`src/rtl/mfu_pkg.sv`:
```
// Shared types and constants for the motor feedback frame unwrap block.
// Used by mfu_state and motor_feedback_frame_unwrap_top; no dependencies.
package mfu_pkg;

  typedef logic [2:0]  src_t;
  typedef logic [1:0]  reg_idx_t;
  typedef logic [10:0] can_id_t;

  localparam src_t SRC_GIMBAL   = 3'd0;
  localparam src_t SRC_CH_FRONT = 3'd1;
  localparam src_t SRC_CH_REAR  = 3'd2;
  localparam src_t SRC_PITCH    = 3'd3;
  localparam src_t SRC_FEEDER   = 3'd4;
  localparam int   NUM_SRC      = 5;

  localparam can_id_t ID_GIMBAL   = 11'h188;
  localparam can_id_t ID_CH_FRONT = 11'h201;
  localparam can_id_t ID_CH_REAR  = 11'h202;
  localparam can_id_t ID_PITCH    = 11'h206;
  localparam can_id_t ID_FEEDER   = 11'h207;

  localparam reg_idx_t REG_COUNTS_PER_TURN = 2'd0;
  localparam reg_idx_t REG_CHASSIS_THR     = 2'd1;
  localparam reg_idx_t REG_FEEDER_THR      = 2'd2;

  localparam logic [15:0] CPT_RESET         = 16'd8191;
  localparam logic [15:0] CHASSIS_THR_RESET = 16'd4096;
  localparam logic [15:0] FEEDER_THR_RESET  = 16'd4000;

  localparam int IN_TDATA_W  = 64;
  localparam int OUT_TDATA_W = 152;
  localparam int FIFO_DEPTH  = 8;
  localparam int FIFO_AW     = 3;

  typedef struct packed {
    logic en;
    src_t addr;
  } st_port_t;

  typedef struct packed {
    logic hit;
    src_t src;
  } src_dec_t;

  function automatic src_dec_t decode_id(input can_id_t id);
    src_dec_t d;
    d.hit = 1'b1;
    case (id)
      ID_GIMBAL:   d.src = SRC_GIMBAL;
      ID_CH_FRONT: d.src = SRC_CH_FRONT;
      ID_CH_REAR:  d.src = SRC_CH_REAR;
      ID_PITCH:    d.src = SRC_PITCH;
      ID_FEEDER:   d.src = SRC_FEEDER;
      default: begin
        d.hit = 1'b0;
        d.src = SRC_GIMBAL;
      end
    endcase
    return d;
  endfunction

endpackage

```
`src/rtl/mfu_state.sv`:
```
// Per-source state memory: frame count, last angle and turn count per entry.
// One write and one registered read per cycle, write-first bypass, reset via valid bits.
// Depends on mfu_pkg.
module mfu_state #(
  parameter int TW = 16
) (
  input  logic             clk,
  input  logic             rst_n,
  input  mfu_pkg::st_port_t rd,
  input  mfu_pkg::st_port_t wr,
  input  logic [15:0]      wr_count,
  input  logic [15:0]      wr_angle,
  input  logic [TW-1:0]    wr_turns,
  output logic [15:0]      rd_count,
  output logic [15:0]      rd_angle,
  output logic [TW-1:0]    rd_turns
);
  import mfu_pkg::*;

  localparam int EW = 32 + TW;

  logic [EW-1:0]      mem [NUM_SRC];
  logic [NUM_SRC-1:0] valid_r;
  logic [EW-1:0]      rd_data_r;
  logic [EW-1:0]      wr_data;
  logic               bypass;

  assign wr_data = {wr_turns, wr_angle, wr_count};
  assign bypass  = wr.en && (wr.addr == rd.addr);

  always_ff @(posedge clk) begin
    if (wr.en) begin
      mem[wr.addr] <= wr_data;
    end
  end

  always_ff @(posedge clk) begin
    if (!rst_n) begin
      valid_r <= '0;
    end else if (wr.en) begin
      valid_r[wr.addr] <= 1'b1;
    end
  end

  always_ff @(posedge clk) begin
    if (rd.en) begin
      if (bypass) begin
        rd_data_r <= wr_data;
      end else if (valid_r[rd.addr]) begin
        rd_data_r <= mem[rd.addr];
      end else begin
        rd_data_r <= '0;
      end
    end
  end

  assign rd_count = rd_data_r[15:0];
  assign rd_angle = rd_data_r[31:16];
  assign rd_turns = rd_data_r[EW-1:32];

  a_bypass: assert property (@(posedge clk) disable iff (!rst_n)
    rd.en && bypass |=> rd_data_r == $past(wr_data))
    else $error("state read missed same-cycle write");

  a_unwritten_zero: assert property (@(posedge clk) disable iff (!rst_n)
    rd.en && !bypass && !valid_r[rd.addr] |=> rd_data_r == '0)
    else $error("unwritten state entry did not read as zero");

  a_addr_range: assert property (@(posedge clk) disable iff (!rst_n)
    (wr.en |-> wr.addr < 3'(NUM_SRC)) and (rd.en |-> rd.addr < 3'(NUM_SRC)))
    else $error("state address out of range");

endmodule

```
`src/rtl/motor_feedback_frame_unwrap_top.sv`:
```
// Channel | Dir | Handshake         | Payload
// in_     | in  | tvalid/tready     | tdata: frame_id, word0, word1, word2
// out_    | out | tvalid/tready     | tdata: source .. pitch_reference
// cfg_    | in  | we (no wait)      | addr, wdata
// One frame accepted per cycle while in_tready is high; a result passes through
// state read, read-modify-write, multiply and an add into the output queue.
// Full rate: the state memory takes one read and one write per cycle, with a
// write-first bypass when back-to-back items hit the same source.
// in_tready drops when in-flight items plus queued results reach 8.
// Reset (rst_n low, synchronous) clears state valid bits and queue, and loads config reset values.
// Depends on mfu_pkg and mfu_state.
module motor_feedback_frame_unwrap_top #(
  parameter int TURN_COUNT_WIDTH = 16
) (
  input  logic                   clk,
  input  logic                   rst_n,
  input  logic                   in_tvalid,
  output logic                   in_tready,
  // frame_id[10:0], word0[26:11], word1[42:27], word2[58:43], zero pad
  input  logic [63:0]            in_tdata,
  output logic                   out_tvalid,
  input  logic                   out_tready,
  // source[2:0], raw_angle[18:3], speed[34:19], torque_current[50:35],
  // position[82:51], frame_count[98:83], motion_mode[114:99],
  // speed_command[130:115], pitch_reference[146:131], zero pad
  output logic [151:0]           out_tdata,
  input  logic                   cfg_we,
  input  mfu_pkg::reg_idx_t      cfg_addr,
  input  logic [15:0]            cfg_wdata
);
  import mfu_pkg::*;

  localparam int TW = TURN_COUNT_WIDTH;
  localparam int PW = 17 + TW;

  // configuration
  logic [15:0] cpt_r, chassis_thr_r, feeder_thr_r;

  always_ff @(posedge clk) begin
    if (!rst_n) begin
      cpt_r         <= CPT_RESET;
      chassis_thr_r <= CHASSIS_THR_RESET;
      feeder_thr_r  <= FEEDER_THR_RESET;
    end else if (cfg_we) begin
      case (cfg_addr)
        REG_COUNTS_PER_TURN: cpt_r         <= cfg_wdata;
        REG_CHASSIS_THR:     chassis_thr_r <= cfg_wdata;
        REG_FEEDER_THR:      feeder_thr_r  <= cfg_wdata;
        default: ;
      endcase
    end
  end

  // accept and decode
  logic     in_fire;
  src_dec_t dec;
  st_port_t rd_port, wr_port;

  assign in_fire = in_tvalid && in_tready;
  assign dec     = decode_id(in_tdata[10:0]);
  assign rd_port = '{en: in_fire && dec.hit, addr: dec.src};

  // stage 1: state read data valid, update
  logic        s1_v_r;
  src_t        s1_src_r;
  logic [15:0] s1_w0_r, s1_w1_r, s1_w2_r;
  logic [15:0] rd_count, rd_angle, wr_count, wr_angle;
  logic [TW-1:0] rd_turns, wr_turns;
  logic [15:0] thr;
  logic signed [17:0] diff, thr_s;

  always_ff @(posedge clk) begin
    if (!rst_n) begin
      s1_v_r <= 1'b0;
    end else begin
      s1_v_r <= rd_port.en;
    end
  end

  always_ff @(posedge clk) begin
    if (rd_port.en) begin
      s1_src_r <= dec.src;
      s1_w0_r  <= in_tdata[26:11];
      s1_w1_r  <= in_tdata[42:27];
      s1_w2_r  <= in_tdata[58:43];
    end
  end

  always_comb begin
    thr      = (s1_src_r == SRC_FEEDER) ? feeder_thr_r : chassis_thr_r;
    thr_s    = $signed({2'b00, thr});
    diff     = $signed({2'b00, s1_w0_r}) - $signed({2'b00, rd_angle});
    wr_count = rd_count + 16'd1;
    wr_angle = rd_angle;
    wr_turns = rd_turns;
    if (s1_src_r inside {SRC_CH_FRONT, SRC_CH_REAR, SRC_FEEDER}) begin
      wr_angle = s1_w0_r;
      if (diff > thr_s) begin
        wr_turns = rd_turns - TW'(1);
      end else if (diff < -thr_s) begin
        wr_turns = rd_turns + TW'(1);
      end
    end
  end

  assign wr_port = '{en: s1_v_r, addr: s1_src_r};

  mfu_state #(.TW(TW)) u_state (
    .clk      (clk),
    .rst_n    (rst_n),
    .rd       (rd_port),
    .wr       (wr_port),
    .wr_count (wr_count),
    .wr_angle (wr_angle),
    .wr_turns (wr_turns),
    .rd_count (rd_count),
    .rd_angle (rd_angle),
    .rd_turns (rd_turns)
  );

  // stage 2: multiply
  logic          s2_v_r;
  src_t          s2_src_r;
  logic [15:0]   s2_w0_r, s2_w1_r, s2_w2_r, s2_count_r;
  logic [TW-1:0] s2_turns_r;
  logic signed [PW-1:0] prod_full;

  always_ff @(posedge clk) begin
    if (!rst_n) begin
      s2_v_r <= 1'b0;
    end else begin
      s2_v_r <= s1_v_r;
    end
  end

  always_ff @(posedge clk) begin
    if (s1_v_r) begin
      s2_src_r   <= s1_src_r;
      s2_w0_r    <= s1_w0_r;
      s2_w1_r    <= s1_w1_r;
      s2_w2_r    <= s1_w2_r;
      s2_count_r <= wr_count;
      s2_turns_r <= wr_turns;
    end
  end

  assign prod_full = $signed({1'b0, cpt_r}) * $signed(s2_turns_r);

  // stage 3: add and assemble
  logic        s3_v_r;
  src_t        s3_src_r;
  logic [15:0] s3_w0_r, s3_w1_r, s3_w2_r, s3_count_r;
  logic [31:0] s3_prod_r;
  logic [OUT_TDATA_W-1:0] res_word;
  logic [15:0] f_raw, f_speed, f_torque, f_mode, f_cmd, f_ref;
  logic [31:0] f_pos;

  always_ff @(posedge clk) begin
    if (!rst_n) begin
      s3_v_r <= 1'b0;
    end else begin
      s3_v_r <= s2_v_r;
    end
  end

  always_ff @(posedge clk) begin
    if (s2_v_r) begin
      s3_src_r   <= s2_src_r;
      s3_w0_r    <= s2_w0_r;
      s3_w1_r    <= s2_w1_r;
      s3_w2_r    <= s2_w2_r;
      s3_count_r <= s2_count_r;
      s3_prod_r  <= 32'(prod_full);
    end
  end

  always_comb begin
    f_raw    = '0;
    f_speed  = '0;
    f_torque = '0;
    f_pos    = '0;
    f_mode   = '0;
    f_cmd    = '0;
    f_ref    = '0;
    case (s3_src_r)
      SRC_GIMBAL: begin
        f_mode = s3_w0_r;
        f_cmd  = s3_w1_r;
        f_ref  = s3_w2_r;
      end
      SRC_PITCH: begin
        f_raw    = s3_w0_r;
        f_speed  = s3_w1_r;
        f_torque = s3_w2_r;
        f_pos    = {16'd0, s3_w0_r};
      end
      SRC_CH_FRONT, SRC_CH_REAR, SRC_FEEDER: begin
        f_raw   = s3_w0_r;
        f_speed = s3_w1_r;
        f_pos   = {16'd0, s3_w0_r} + s3_prod_r;
      end
      default: ;
    endcase
    res_word = {5'd0, f_ref, f_cmd, f_mode, s3_count_r, f_pos, f_torque, f_speed, f_raw,
                s3_src_r};
  end

  // result queue
  logic [OUT_TDATA_W-1:0] fifo_mem [FIFO_DEPTH];
  logic [FIFO_AW-1:0] head_r, tail_r;
  logic [FIFO_AW:0]   cnt_r, cnt_nxt;
  logic               push, pop;
  logic [FIFO_AW:0]   occ;

  assign push = s3_v_r;
  assign pop  = out_tvalid && out_tready;

  always_comb begin
    case ({push, pop})
      2'b10:   cnt_nxt = cnt_r + 1'b1;
      2'b01:   cnt_nxt = cnt_r - 1'b1;
      default: cnt_nxt = cnt_r;
    endcase
  end

  always_ff @(posedge clk) begin
    if (!rst_n) begin
      head_r <= '0;
      tail_r <= '0;
      cnt_r  <= '0;
    end else begin
      cnt_r <= cnt_nxt;
      if (push) begin
        tail_r <= tail_r + 1'b1;
      end
      if (pop) begin
        head_r <= head_r + 1'b1;
      end
    end
  end

  always_ff @(posedge clk) begin
    if (push) begin
      fifo_mem[tail_r] <= res_word;
    end
  end

  assign occ        = cnt_r + (FIFO_AW+1)'(s1_v_r) + (FIFO_AW+1)'(s2_v_r)
                      + (FIFO_AW+1)'(s3_v_r);
  assign in_tready  = occ < (FIFO_AW+1)'(FIFO_DEPTH);
  assign out_tvalid = cnt_r != '0;
  assign out_tdata  = fifo_mem[head_r];

  a_occ_bound: assert property (@(posedge clk) disable iff (!rst_n)
    occ <= (FIFO_AW+1)'(FIFO_DEPTH))
    else $error("in-flight items exceed queue space");

  a_ignore_unknown: assert property (@(posedge clk) disable iff (!rst_n)
    in_fire && !dec.hit |=> !s1_v_r)
    else $error("unknown identifier entered the pipeline");

  a_no_overflow: assert property (@(posedge clk) disable iff (!rst_n)
    push |-> (cnt_r != (FIFO_AW+1)'(FIFO_DEPTH)) || pop)
    else $error("result queue overflow");

endmodule
```
`config.mk`:
```
export PLATFORM = sky130hd
export DESIGN_NAME = motor_feedback_frame_unwrap_top
export DESIGN_NICKNAME = d
export VERILOG_FILES = /design/src/rtl/mfu_pkg.sv /design/src/rtl/mfu_state.sv /design/src/rtl/motor_feedback_frame_unwrap_top.sv
export SDC_FILE = /design/constraint.sdc
export NUM_CORES = 2
export LEC_CHECK = 0
export ABC_AREA = 1
export BUFFER_PORTS_ARGS = -buffer_cell sky130_fd_sc_hd__buf_4
export CAP_MARGIN = 20
export CORE_ASPECT_RATIO = 1.1
export CORE_MARGIN = 1.5
export CORE_UTILIZATION = 65
export CTS_CLUSTER_DIAMETER = 200
export DETAILED_ROUTE_END_ITERATION = 10
export GPL_ROUTABILITY_DRIVEN = 0
export PLACE_DENSITY = 0.8
export SLEW_MARGIN = 10
export SYNTH_ARGS = -nofsm -noshare
export SYNTH_HDL_FRONTEND = slang
export SYNTH_SLANG_ARGS = --single-unit
```
`constraint.sdc`:
```
create_clock -name clk -period 28.6 [get_ports clk]
set_clock_uncertainty 0.15 [all_clocks]
set_input_delay 5.72 -clock clk [delete_from_list [all_inputs] [get_ports clk]]
set_output_delay 5.72 -clock clk [all_outputs]
set_load 0.02 [all_outputs]
```
Word level (Yosys, flattened, before mapping)
Memory sizes are Yosys's and may differ from the RTL's. A register that Yosys moved wholly into a read port is not among the register bits.
Index checks and enable logic that the tools add are counted.
{"block": "classes", "mux": 27, "add_sub_neg": 13, "n_eq_ne": 17, "bitwise": 1, "mul": 1, "reduce_logical": 16, "n_lt_le_gt_ge": 6}
{"op": "$mux 16", "count": 11}
{"op": "$mux 48", "count": 2}
{"op": "$pmux 32 s2", "count": 1}
{"op": "$eq 11x10->1 const B", "count": 4}
{"op": "$add 16x1->16 const B", "count": 2}
{"op": "$add 16x32->32", "count": 1}
{"op": "$mul 17x16->32", "count": 1}
{"op": "$lt 17x18->1", "count": 1}
{"op": "$neg 16->18", "count": 1}
{"op": "$gt 17x17->1", "count": 1}
{"op": "$sub 16x16->17", "count": 1}
{"op": "$sub 16x1->16 const B", "count": 1}
{"op": "$add 4x1->4", "count": 3}
{"op": "$pmux 3 s4", "count": 1}
{"op": "$eq 11x9->1 const B", "count": 1}
{"op": "$eq 3x2->1 const B", "count": 3}
{"op": "$lt 3x4->1 const B", "count": 2}
{"op": "$pmux 4 s2", "count": 1}
{"op": "$mux 1", "count": 7}
{"op": "$add 3x1->3 const B", "count": 2}
{"op": "$eq 3x1->1 const B", "count": 2}
{"op": "$eq 3x3->1 const B", "count": 2}
{"op": "$mux 3", "count": 2}
{"op": "$reduce_and 2->1", "count": 3}
{"op": "19 further kinds", "count": 25}
{"block": "totals", "inputBits": 87, "ramBits": 1416, "out_inout_bits": 154, "wordCells": 110, "regBits": 347, "memories": 2}
{"name": "fifo_mem", "words": 8, "word_bits": 147, "read_ports": 1, "rd_clocked_by_memory_dff": 1, "write_ports": 1, "line_no": "motor_feedback_frame_unwrap_top.sv:209", "text": "logic [OUT_TDATA_W-1:0] fifo_mem [FIFO_DEPTH];"}
{"name": "u_state.mem", "words": 5, "word_bits": 48, "read_ports": 1, "rd_clocked_by_memory_dff": 0, "write_ports": 1, "line_no": "mfu_state.sv:22", "text": "logic [EW-1:0] mem [NUM_SRC];"}

Longest topological paths before layout
{"block": "logic_depth", "ltp_word": 8, "ltp_mapped": 30}

By module
Synthesis repeated with hierarchy kept, for this count alone.
{"block": "hier_totals", "hier_cells": 7390, "hier_area_um2": 81645.8}
{"module": "motor_feedback_frame_unwrap_top", "n_inst": 1, "cells_per_inst": 6172, "area_each_um2": 69142.6}
{"module": "mfu_state", "n_inst": 1, "cells_per_inst": 1218, "area_each_um2": 12503.2}

Least setup slack after synthesis
Ideal clock, no wire load.
{"block": "synth_path", "path_kind": "input to register", "from": "input in_tdata[4]", "to": "register s1_src_r[0] (enable)", "path_buffers": 0, "path_slack_ns": 16.156, "setup_time_ns": 0.617, "arrival_time_ns": 11.678, "path_stages": 7, "t_required_ns": 27.833, "path_cell_list": "inv_1 -> nand2_1 -> inv_2 -> nand3_1 -> nor2_2 -> nand2_1 -> a31oi_1"}
{"element": "start, declared", "line_no": "motor_feedback_frame_unwrap_top.sv:20", "text": "input logic [63:0] in_tdata,"}
{"element": "end signal, assigned", "line_no": "motor_feedback_frame_unwrap_top.sv:82", "text": "s1_src_r <= dec.src;"}
{"element": "end, declared", "line_no": "motor_feedback_frame_unwrap_top.sv:65", "text": "src_t s1_src_r;"}

==> impl_results.md <==
- Status: completed
- Worst hold slack: 0.2627 ns
- Setup crit start kind: register
- Hold_sp: s2_w2_r[12]$_DFFE_PP_
- Hold Buf Count CTS: 0
- Worst-path maximum fanout: 104
- DP Wirelength: 116.4 mm
- Crit end category: primary output
- Share of cells above drive strength 1: 0.08522
- Worst vdd ir: 0.00008819 V
- Setup Crit Path Kind: reg2out
- Core Region: 123100 µm²
- First-pass GRT wire length: 304.6 mm
- Ys flop type: edfxtp_1
- CTS resizes: 0
- Max incr delay on CP: 1.05 ns
- Metal2 WL: 97.56 mm
- Fin cells: 8898
- Final instance area: 88960 µm²
- Cell row count: 135
- Worst-path clk slew: 0.06 ns
- Worst Hold Class: reg2reg
- Placed inst area: 83560 µm²
- Relative slew slack: 0.2055
- Die Y: 372.5 µm
- Synthesized area: 80670 µm²
- Clk sinks: 1766
- Slew Limit Fails: 0
- DR WL/cell: 22.60 µm
- Met3 wire len: 19.90 mm
- Critical path, cell by cell: buf_4 -> buf_4 -> buf_4 -> o21ai_0 -> o22ai_1 -> nor2_1 -> a31oi_1 -> buf_4
- # Max-Cap Violations: 0
- Place WS: 17.73 ns
- Number of buffers created by CTS: 166
- Vias in the first global route: 54.30k
- Fin crit share: 0.4134
- Ys Warns: 0
- Met1 WL: 72.73 mm
- Via count: 54.61k
- IO Port Bufs: 230
- Netlist cell types: 66
- Post-synth EDFFs: 1697
- Cells after synthesis: 7042
- Total gr overflow: 0
- Syn Area/Cell: 11.46 µm²
- Clk buf depth: 3
- Max Freq: 84.59 MHz
- Vias per cell: 6.137
- P_leak: 34.01 nW
- Pin count of the biggest net entering global routing: 167
- CP max-delay cell: dfxtp_4
- Layout Nets: 7598
- Clock Latency Late Sink: 0.82 ns
- Drt first pass iters: 8
- Crit path time final: 11.82 ns
- H-tree depth reported by CTS: 4
- WP data arrival: 5.95 ns
- CTS tree: built
- Register area share after synthesis: 0.6488
- RSZ-0062 raised after global routing: no
- DRT antenna net count: 0
- Initial Util: 0.6551
- Area of the die: 126200 µm²
- Setup tns final: 0 ns
- IO Pins: 241
- Final Core Density: 0.7225
- RR Startpoint: cpt_r[7]$_SDFFE_PN1P_
- Initial antenna violation count: 7
- Final worst setup slack: 16.78 ns
- WP data required: 22.73 ns
- Total Power: 7.247 mW
- Most frequent cells in the layout: 1697 x edfxtp_1, 1324 x nor2_1, 827 x nand2_1
- Commonest non-fill, non-tap cell in the layout: edfxtp_1
- Die outline width: 338.9 µm
- Setup Fix Bufs, Post-CTS: 0
- Yosys reg bits: 1766
- Drt initial violations: 6206
- Routed Wire Length: 201.1 mm
- P per Cell Area: 81.46 nW/µm²
- Asr flop ratio synth: 0
- # DRC: 0
- Fin. Hold Viols: 0
- Total track usage: 0.3184
- Area Growth Syn to Fin: 10.28%
- Most frequent CP cell: buf_4
- Placed cells: 8593
- Root buf cell: clkbuf_16
- Top Metal Used: met5
- Worst-Margin Slew: 1.189 ns
- Number of setup violations in the final report: 0
-- flip-flops by register name (all words and copies together), names as in the netlist, 32 cells and up, named ones only --
register           cells
u_state.rd_data_r     48
u_state.mem          240
fifo_mem            1176
s3_prod_r             32
-- metal layers --
layer  GRT usage  vias to the layer above
met5           0                        -
met3     0.05505                      533
met4      0.1730                       10
li1            -                    24450
met1      0.4004                    26514
met2      0.5323                     3100
-- synth_stat cells, types with 11 or more instances --
master | number | area [µm²]
a21oi_1 | 219 | 1096
a22o_1 | 19 | 166.4
a31oi_1 | 155 | 969.7
buf_1 | 14 | 52.55
buf_2 | 26 | 130.1
buf_4 | 11 | 82.58
clkbuf_1 | 338 | 1269
dfxtp_1 | 69 | 1381
edfxtp_1 | 1697 | 50960
fa_1 | 198 | 3964
ha_1 | 192 | 2402
inv_1 | 559 | 2098
inv_2 | 18 | 67.56
nand2_1 | 827 | 3104
nand3_1 | 202 | 1011
nand4_1 | 19 | 118.9
nor2_1 | 1335 | 5011
nor3_1 | 27 | 135.1
nor4_1 | 12 | 75.07
o21a_1 | 11 | 82.58
o21ai_0 | 681 | 3408
o21ai_1 | 34 | 170.2
o22ai_1 | 157 | 982.2
xnor2_1 | 24 | 210.2
xor2_1 | 81 | 709.4
-- report_power, final --
group | internal, mW | total (mW) | switching, mW | leakage [nW]
clock | 1.22 | 2.17 | 0.949 | 2.58
combinational | 0.757 | 2.19 | 1.43 | 15.3
sequential | 2.85 | 2.89 | 0.0458 | 16.1
-- worst max-delay path: cells and delay by family, from the launching register on --
family / cells / cell delay (ns)
AO/OA/AOI/OAI: 3 / 0.85
buffers and inverters: 4 / 3.03
flip-flops: 1 / 1.05
AND/OR/NAND/NOR: 1 / 0.05
-- path summary, 6_finish.rpt --
path / depth (start not counted) / slack [ns] / endpoint
worst max-delay path: 8 / 16.78 / out_tdata[96]
worst min-delay path: 0 / 0.26 / s3_w2_r[12]$_DFFE_PP_
worst max register to register: 21 / 22.02 / s3_prod_r[28]$_DFFE_PP_
worst min register to register: 0 / 0.26 / s3_w2_r[12]$_DFFE_PP_
-- cells by family after synthesis --
| family | after synthesis | share of synthesized area |
|---|---|---|
| adders and majority gates | 390 | 0.07892 |
| DFF | 1766 | 0.6488 |
| muxes | 4 | 0.0008996 |
| xor gates and xnor gates | 105 | 0.01140 |
| buffers and inverters | 973 | 0.04651 |
| other | 1 | 0.00004649 |
| AOI/OAI and AO/OA | 1318 | 0.08996 |
| and+or+nand+nor | 2485 | 0.1234 |
-- area by class of cell --
| class | instances | area [µm²] |
|---|---|---|
| multi-input combinational | 4307 | 24710 |
| antenna | 2 | 5.005 |
| timing repair buffer | 298 | 2320 |
| inverter | 582 | 2210 |
| tap | 1644 | 2057 |
| clock inverter | 85 | 849.6 |
| clock buffer | 214 | 4461 |
| sequential | 1766 | 52360 |
| fill | 7752 | 34170 |
Note: power is estimated with default switching activity, not from simulation.
